### src/rtl/grd_pkg.sv
// Package of the grid ray caster: constants, codes, state and struct types.
// Depends on nothing; used by every other file of the block but the assertion header.
`default_nettype none

package grd_pkg;

  // Map store and walk limits.
  localparam int MAP_CELLS = 4096;
  localparam int ADDR_W    = $clog2(MAP_CELLS);
  localparam int MAX_STEPS = 128;
  localparam int STEP_W    = $clog2(MAX_STEPS + 1);
  localparam int FRAC_BITS = 16;

  // Field widths.
  localparam int OP_W     = 1;
  localparam int CELL_W   = 12;
  localparam int TILE_W   = 8;
  localparam int COL_W    = 12;
  localparam int POS_W    = 22;
  localparam int DIR_W    = 19;
  localparam int DIST_W   = 24;
  localparam int TEXU_W   = 16;
  localparam int HEIGHT_W = 16;
  localparam int TEX_W    = 2;
  localparam int FAULT_W  = 2;
  localparam int MAP_W    = 7;
  localparam int SCR_W    = 12;
  localparam int CFG_W    = 12;
  localparam int CFG_IDX_W = 2;

  // Walk datapath widths.
  localparam int NEXT_W  = 32;              // accumulated side distance
  localparam int GRID_W  = 9;               // signed cell coordinate
  localparam int ROW_W   = 10;              // signed row number
  localparam int LIN_W   = 2 * MAP_W;       // linear cell address before range check
  localparam int NUM_W   = 26;              // signed distance numerator
  localparam int TPROD_W = 32;              // low bits of the texture product

  // Shared divider.
  localparam int DIV_NUM_W = 40;
  localparam int DIV_DEN_W = 24;
  localparam int DIV_CNT_W = $clog2(DIV_NUM_W);

  localparam logic [DIST_W-1:0]   DIST_SAT   = '1;
  localparam logic [HEIGHT_W-1:0] HEIGHT_SAT = '1;
  localparam logic [DIV_NUM_W-1:0] ONE_SQUARED = DIV_NUM_W'(1) << (2 * FRAC_BITS);
  localparam logic [FRAC_BITS:0]  FRAC_ONE   = (FRAC_BITS + 1)'(1) << FRAC_BITS;

  // Codes.
  localparam logic [OP_W-1:0] OP_WRITE = 1'b0;
  localparam logic [OP_W-1:0] OP_CAST  = 1'b1;

  localparam logic [CFG_IDX_W-1:0] REG_MAP_WIDTH     = 2'd0;
  localparam logic [CFG_IDX_W-1:0] REG_MAP_HEIGHT    = 2'd1;
  localparam logic [CFG_IDX_W-1:0] REG_SCREEN_HEIGHT = 2'd2;

  localparam logic [MAP_W-1:0] MAP_WIDTH_RST     = 7'd64;
  localparam logic [MAP_W-1:0] MAP_HEIGHT_RST    = 7'd64;
  localparam logic [SCR_W-1:0] SCREEN_HEIGHT_RST = 12'd480;

  localparam logic [FAULT_W-1:0] FAULT_HIT   = 2'd0;
  localparam logic [FAULT_W-1:0] FAULT_OUT   = 2'd1;
  localparam logic [FAULT_W-1:0] FAULT_LIMIT = 2'd2;

  localparam logic [TEX_W-1:0]  TEX_PLAIN    = 2'd1;
  localparam logic [TEX_W-1:0]  TEX_SPECIAL  = 2'd3;
  localparam logic [TILE_W-1:0] TILE_EMPTY   = 8'd0;
  localparam logic [TILE_W-1:0] TILE_SPECIAL = 8'd2;

  typedef enum logic [3:0] {
    ST_IDLE,
    ST_START_X,
    ST_WAIT_X,
    ST_WAIT_Y,
    ST_FIRST,
    ST_STEP,
    ST_CHECK,
    ST_TEST,
    ST_WAIT_DIST,
    ST_TEX,
    ST_WAIT_HEIGHT,
    ST_DONE
  } grd_state_t;

  typedef enum logic [1:0] {
    DIV_STEP_X,
    DIV_STEP_Y,
    DIV_DIST,
    DIV_HEIGHT
  } grd_div_sel_t;

  typedef struct packed {
    logic         capture;
    logic         tile_write;
    logic         div_start;
    grd_div_sel_t div_sel;
    logic         store_stx;
    logic         store_sty;
    logic         store_dist;
    logic         store_height;
    logic         first_load;
    logic         step;
    logic         check;
    logic         end_walk;
    logic         tex_mul;
    logic         emit;
  } grd_cmd_t;

  typedef struct packed {
    logic div_done;
    logic out_map;
    logic tile_hit;
    logic step_last;
  } grd_stat_t;

  typedef struct packed {
    logic [MAP_W-1:0] map_width;
    logic [MAP_W-1:0] map_height;
    logic [SCR_W-1:0] screen_height;
  } grd_cfg_t;

  typedef struct packed {
    logic [CELL_W-1:0]       cell_index;
    logic [TILE_W-1:0]       cell_value;
    logic [COL_W-1:0]        screen_column;
    logic [POS_W-1:0]        start_x;
    logic [POS_W-1:0]        start_y;
    logic signed [DIR_W-1:0] dir_x;
    logic signed [DIR_W-1:0] dir_y;
  } grd_cast_t;

  typedef struct packed {
    logic [COL_W-1:0]    column_out;
    logic [DIST_W-1:0]   distance;
    logic                side_hit;
    logic [TEXU_W-1:0]   tex_u;
    logic [HEIGHT_W-1:0] wall_height;
    logic [TEX_W-1:0]    wall_texture;
    logic [FAULT_W-1:0]  walk_fault;
  } grd_res_t;

endpackage

`default_nettype wire

### src/rtl/grd_ctrl.sv
// Controller of the grid ray caster: sequences setup divisions, the walk and the hit math.
// Depends on grd_pkg; talks to grd_dp through command and status structs.
`default_nettype none

module grd_ctrl (
  input  wire logic               clk,
  input  wire logic               rst,
  input  wire logic               req_valid,
  input  wire logic               req_op,
  output logic                    req_ready,
  input  wire logic               out_free,
  input  wire grd_pkg::grd_stat_t stat,
  output grd_pkg::grd_cmd_t       cmd
);
  import grd_pkg::*;

  grd_state_t state, state_next;

  always_ff @(posedge clk) begin
    if (rst) begin
      state <= ST_IDLE;
    end else begin
      state <= state_next;
    end
  end

  always_comb begin
    state_next = state;
    cmd        = '0;
    req_ready  = 1'b0;
    unique case (state)
      ST_IDLE: begin
        req_ready = 1'b1;
        if (req_valid) begin
          if (req_op == OP_CAST) begin
            cmd.capture = 1'b1;
            state_next  = ST_START_X;
          end else begin
            cmd.tile_write = 1'b1;
          end
        end
      end
      ST_START_X: begin
        cmd.div_start = 1'b1;
        cmd.div_sel   = DIV_STEP_X;
        state_next    = ST_WAIT_X;
      end
      ST_WAIT_X: begin
        if (stat.div_done) begin
          cmd.store_stx = 1'b1;
          cmd.div_start = 1'b1;
          cmd.div_sel   = DIV_STEP_Y;
          state_next    = ST_WAIT_Y;
        end
      end
      ST_WAIT_Y: begin
        if (stat.div_done) begin
          cmd.store_sty = 1'b1;
          state_next    = ST_FIRST;
        end
      end
      ST_FIRST: begin
        cmd.first_load = 1'b1;
        state_next     = ST_STEP;
      end
      ST_STEP: begin
        cmd.step   = 1'b1;
        state_next = ST_CHECK;
      end
      ST_CHECK: begin
        cmd.check  = 1'b1;
        state_next = ST_TEST;
      end
      ST_TEST: begin
        if (stat.out_map || stat.tile_hit || stat.step_last) begin
          cmd.end_walk = 1'b1;
          if (!stat.out_map && stat.tile_hit) begin
            cmd.div_start = 1'b1;
            cmd.div_sel   = DIV_DIST;
            state_next    = ST_WAIT_DIST;
          end else begin
            state_next = ST_DONE;
          end
        end else begin
          state_next = ST_STEP;
        end
      end
      ST_WAIT_DIST: begin
        if (stat.div_done) begin
          cmd.store_dist = 1'b1;
          state_next     = ST_TEX;
        end
      end
      ST_TEX: begin
        cmd.tex_mul   = 1'b1;
        cmd.div_start = 1'b1;
        cmd.div_sel   = DIV_HEIGHT;
        state_next    = ST_WAIT_HEIGHT;
      end
      ST_WAIT_HEIGHT: begin
        if (stat.div_done) begin
          cmd.store_height = 1'b1;
          state_next       = ST_DONE;
        end
      end
      ST_DONE: begin
        if (out_free) begin
          cmd.emit   = 1'b1;
          state_next = ST_IDLE;
        end
      end
      default: begin
        state_next = ST_IDLE;
      end
    endcase
  end

endmodule

`default_nettype wire

### config.mk
export PLATFORM = sky130hd
export DESIGN_NAME = grd_ctrl
export DESIGN_NICKNAME = d
export VERILOG_FILES = /design/src/rtl/grd_pkg.sv /design/src/rtl/grd_ctrl.sv
export SDC_FILE = /design/constraint.sdc
export NUM_CORES = 1
export LEC_CHECK = 0
export BUFFER_PORTS_ARGS = -buffer_cell sky130_fd_sc_hd__buf_4
export CAP_MARGIN = 0
export CORE_MARGIN = 1
export CORE_UTILIZATION = 25
export DETAILED_ROUTE_END_ITERATION = 10
export RECOVER_POWER = 50
export SKIP_CTS_REPAIR_TIMING = 1
export SLEW_MARGIN = 5
export SYNTH_ARGS = -nofsm -noshare
export SYNTH_HDL_FRONTEND = slang
export SYNTH_SLANG_ARGS = --single-unit
### constraint.sdc
create_clock -name clk -period 1.5 [get_ports clk]
set_input_delay 0.45 -clock clk [delete_from_list [all_inputs] [get_ports clk]]
set_output_delay 0.45 -clock clk [all_outputs]
set_load 0.03 [all_outputs]
After elaboration in Yosys (flattened, before gate mapping)
Index checks and enable logic that the tools add are counted.
{"block": "totals", "ff_bits": 4, "output_inout_bits": 16, "word_cells": 57}
{"block": "classes", "mux": 32, "n_reduce_logical": 6, "n_eq_ne": 18}
{"cell": "case mux 4 bit (12 select lines)", "count": 1}
{"cell": "two-way mux 4 bit", "count": 9}
{"cell": "equality test 4 x 3 -> 1 bit (second input constant)", "count": 4}
{"cell": "equality test 4 bit (second input constant)", "count": 4}
{"cell": "two-way mux 1 bit", "count": 16}
{"cell": "!= test 2 bit (second input constant)", "count": 7}
{"cell": "case mux 3 bit (4 select lines)", "count": 1}
{"cell": "equality test 4 x 2 -> 1 bit (second input constant)", "count": 2}
{"cell": "AND reduction 7 bit", "count": 1}
{"cell": "two-way mux 2 bit", "count": 3}
{"cell": "two-way mux 3 bit", "count": 2}
{"cell": "equality test 4 x 1 -> 1 bit (second input constant)", "count": 1}
{"cell": "logical NOT 4 bit", "count": 1}
{"cell": "logical OR 1 bit", "count": 2}
{"cell": "logical AND 1 bit", "count": 1}
{"cell": "logical NOT 1 bit", "count": 1}

Depth between registers and ports, before layout
{"block": "depth", "ltp_word": 5, "ltp_mapped": 5}

Worst setup path after synthesis
Ideal clock, no wire load.
{"block": "synth_path", "path_kind": "reg-to-output", "startpoint": "reg state[0]", "endpoint": "out cmd[8] (netlist name)", "arrival_time_ns": 1.644, "t_required_ns": 1.050, "path_stages_with_launch": 4, "setup_slack_ns": -0.594, "path_cell_list": "dfxtp_1 > buf_6 > nand2_1 > nor4b_1"}
{"item": "start, declared", "line_no": "grd_ctrl.sv:17", "rtl": "grd_state_t state, state_next;"}
{"item": "start signal, assigned", "line_no": "grd_ctrl.sv:23", "rtl": "state <= state_next;"}
{"item": "end, declared", "line_no": "grd_ctrl.sv:13", "rtl": "output grd_pkg::grd_cmd_t cmd"}

==> reports/qor.yml <==
via_count: 643
path_clk_slew_ns: 0.04
grt_max_degree: 9
rsz0062_at_grt: "yes"
hold_viol: 0
start_util: 0.275
grt_pass1_wl_um: 2300
synth-seq-area-share: 0.163
cts_sinks: 4
syn_avg_cell_area_sq_um: 7.43
drtIter0Drc: 13
hpwl_um: 1180
fin_util: 0.597
antenna_found_initial: 0
antenna_left: 0
grt-ovfl-total: 0
max_freq_mhz: 542
fillers: 160
num_rows: 15
cp_data_required_time_ns: 1.05
netlist_area_sq_um: 490
grt_pass1_vias: 572
maxSlewHeadroom: 0.820
nNetsFinal: 121
largest_reg_flops: 4
fin_crit_sh: 1.23
path_class: "flop to output pin"
tritoncts: "built"
crit_fanout: 4
clk_path_buf_depth: 2
status: "complete, but fails checks"
via_per_inst: 4.76
min_path_type: "input port to flop"
reg_top3: "state x4"
root_buffer: "clkbuf_4"
first_pass_iters: 4
p_per_area_nw_per_um2: 1360
num_io_pins: 25
die-area_sq_um: 2140
end_kind: "output pin"
violations: "setup timing"
finClkSkew_ns: 0.00660
timing.hold.ws_ns: 0.410
seqCellArea_sq_um: 95.1
power.leakage_nw: 0.488
die_x_um: 46.3
dp_slack_ns: -0.143
post_drt_wl_per_cell_um: 12.3
area_growth_pct: 117
yosysUniqueCellTypes: 30
syn_inst: 66
htreeDepth: 1
peakVddDrop_mv: 1.13
min_period_ns: 1.84
drv_cap: 0
layout_setup_ws_ns: -0.345
wl_um: 1660
clkLatencyLatePin_ns: 0.24
diodes: 0
synth_fp_nets: 75
critPathLaunchType: "flop"
drive_above_1_share: 0.755
port_buffers: 24
fp.coreArea_sq_um: 1780
die_h_um: 46.3
cts_made_buffers: 3
drv_slew: 0
place.gp.congestion: 0.803
multi_input_area_sq_um: 498
grt_use_total: 0.148
ys_seq_elements: 4
registers.top_by_ff_count: "state"
route.detailed.drc: 0
arrival_ns: 1.39
setup_viol: 16
ys_warn_count: 0
tightest_slew_ns: 0.268
## final timing paths
path                            startpoint       end  slack, ns  cells after the start
worst max-delay path              state[2]   cmd[12]      -0.34                      6
worst min-delay path                   rst  state[1]       0.41                      2
worst max register to register    state[2]  state[0]       0.06                      7
worst min register to register    state[3]  state[2]       0.71                      3
## critical path, stage by stage, from the launching register on
cell and delay, ns:
dfxtp_4 0.35, buf_12 0.12, nor2_1 0.17, buf_4 0.15, a21oi_1 0.05, o21ai_2 0.14, buf_4 0.17
## area by class of cell
class / count / area share
multi-input cells: 54 / 0.468
repair buffers: 45 / 0.378
flip-flops and latches: 4 / 0.0893
well taps: 25 / 0.0294
clock buffers: 3 / 0.0212
inverters: 4 / 0.0141
## cells in the final DEF, fill, tap and decap left out, types with 2 or more instances in the layout
cell | netlist | routed
a211o_1 | 2 | 2
a211oi_2 | 2 | 2
a21oi_1 | 3 | 3
and3_4 | 0 | 2
buf_4 | 0 | 30
buf_6 | 3 | 14
clkbuf_4 | 0 | 3
dfxtp_4 | 0 | 4
inv_1 | 4 | 3
nand2_2 | 2 | 5
nand2b_4 | 1 | 3
nand3_2 | 0 | 2
nor2_1 | 10 | 7
nor2_4 | 0 | 2
nor2b_1 | 2 | 2
nor3_1 | 4 | 2
nor3_4 | 0 | 2
o21ai_2 | 1 | 2
## cells by family after synthesis
| kind of cell | count (synthesis) | synth area share |
|---|---|---|
| AOI/OAI and AO/OA | 14 | 0.235 |
| buffers and inverters | 8 | 0.110 |
| DFF | 4 | 0.163 |
| muxes | 1 | 0.0204 |
| and+or+nand+nor | 39 | 0.472 |
## layer usage
layer	share of wire	GRT usage	vias to the layer above	wire, um
li1	-	-	328	-
met1	0.40	0.178	303	670
met2	0.57	0.245	12	949
met3	0.022	0.0549	0	36
met4	0	0.0412	0	0
met5	0	0	-	0
## cell usage after synthesis
cell type	count	share of area
nor2b_1	2	0.026
nand2b_1	2	0.026
a211oi_2	2	0.051
o311a_2	1	0.023
a21oi_1	3	0.031
and2b_4	1	0.020
nor3_1	4	0.041
nand2b_4	1	0.028
and3_1	4	0.051
or3_1	1	0.013
dfxtp_1	4	0.16
nor4_4	1	0.043
mux2i_1	1	0.020
inv_1	4	0.031
nor4b_1	1	0.018
buf_2	1	0.010
nand2_2	2	0.026
nand3_1	3	0.031
a211o_1	2	0.036
a221o_1	1	0.020
nor2_1	10	0.077
buf_6	3	0.069
o21ai_1	1	0.010
or2b_1	1	0.015
nor3_2	1	0.020
o31ai_1	1	0.015
o311ai_1	1	0.018
nand2_1	5	0.038
a31oi_1	1	0.013
o21ai_2	1	0.018
## per-stage QoR
| stage | TNS, ns | power, mW | instances | area, sq um |
|---|---|---|---|---|
| 6_report | -3.47 | 1.45 | 135 | 1060 |
| 5_1_grt | -4.42 | 1.54 | 135 | 1060 |
| 3_5_place_dp | -0.732 | 1.11 | 129 | 862 |
| 2_1_floorplan | -0.886 | 0.772 | 66 | 557 |
| 4_1_cts | -4.35 | 1.24 | 132 | 885 |
| 3_3_place_gp | -0.603 | 1.09 | 129 | 862 |
## where the power goes
group | internal (mW) | total (mW) | switching (mW) | leakage (nW)
registers | 0.149 | 0.218 | 0.0685 | 0.0356
logic | 0.536 | 1.10 | 0.566 | 0.438
clock network | 0.0894 | 0.133 | 0.0438 | 0.0138
No activity file was read; power rests on OpenSTA's default activity.
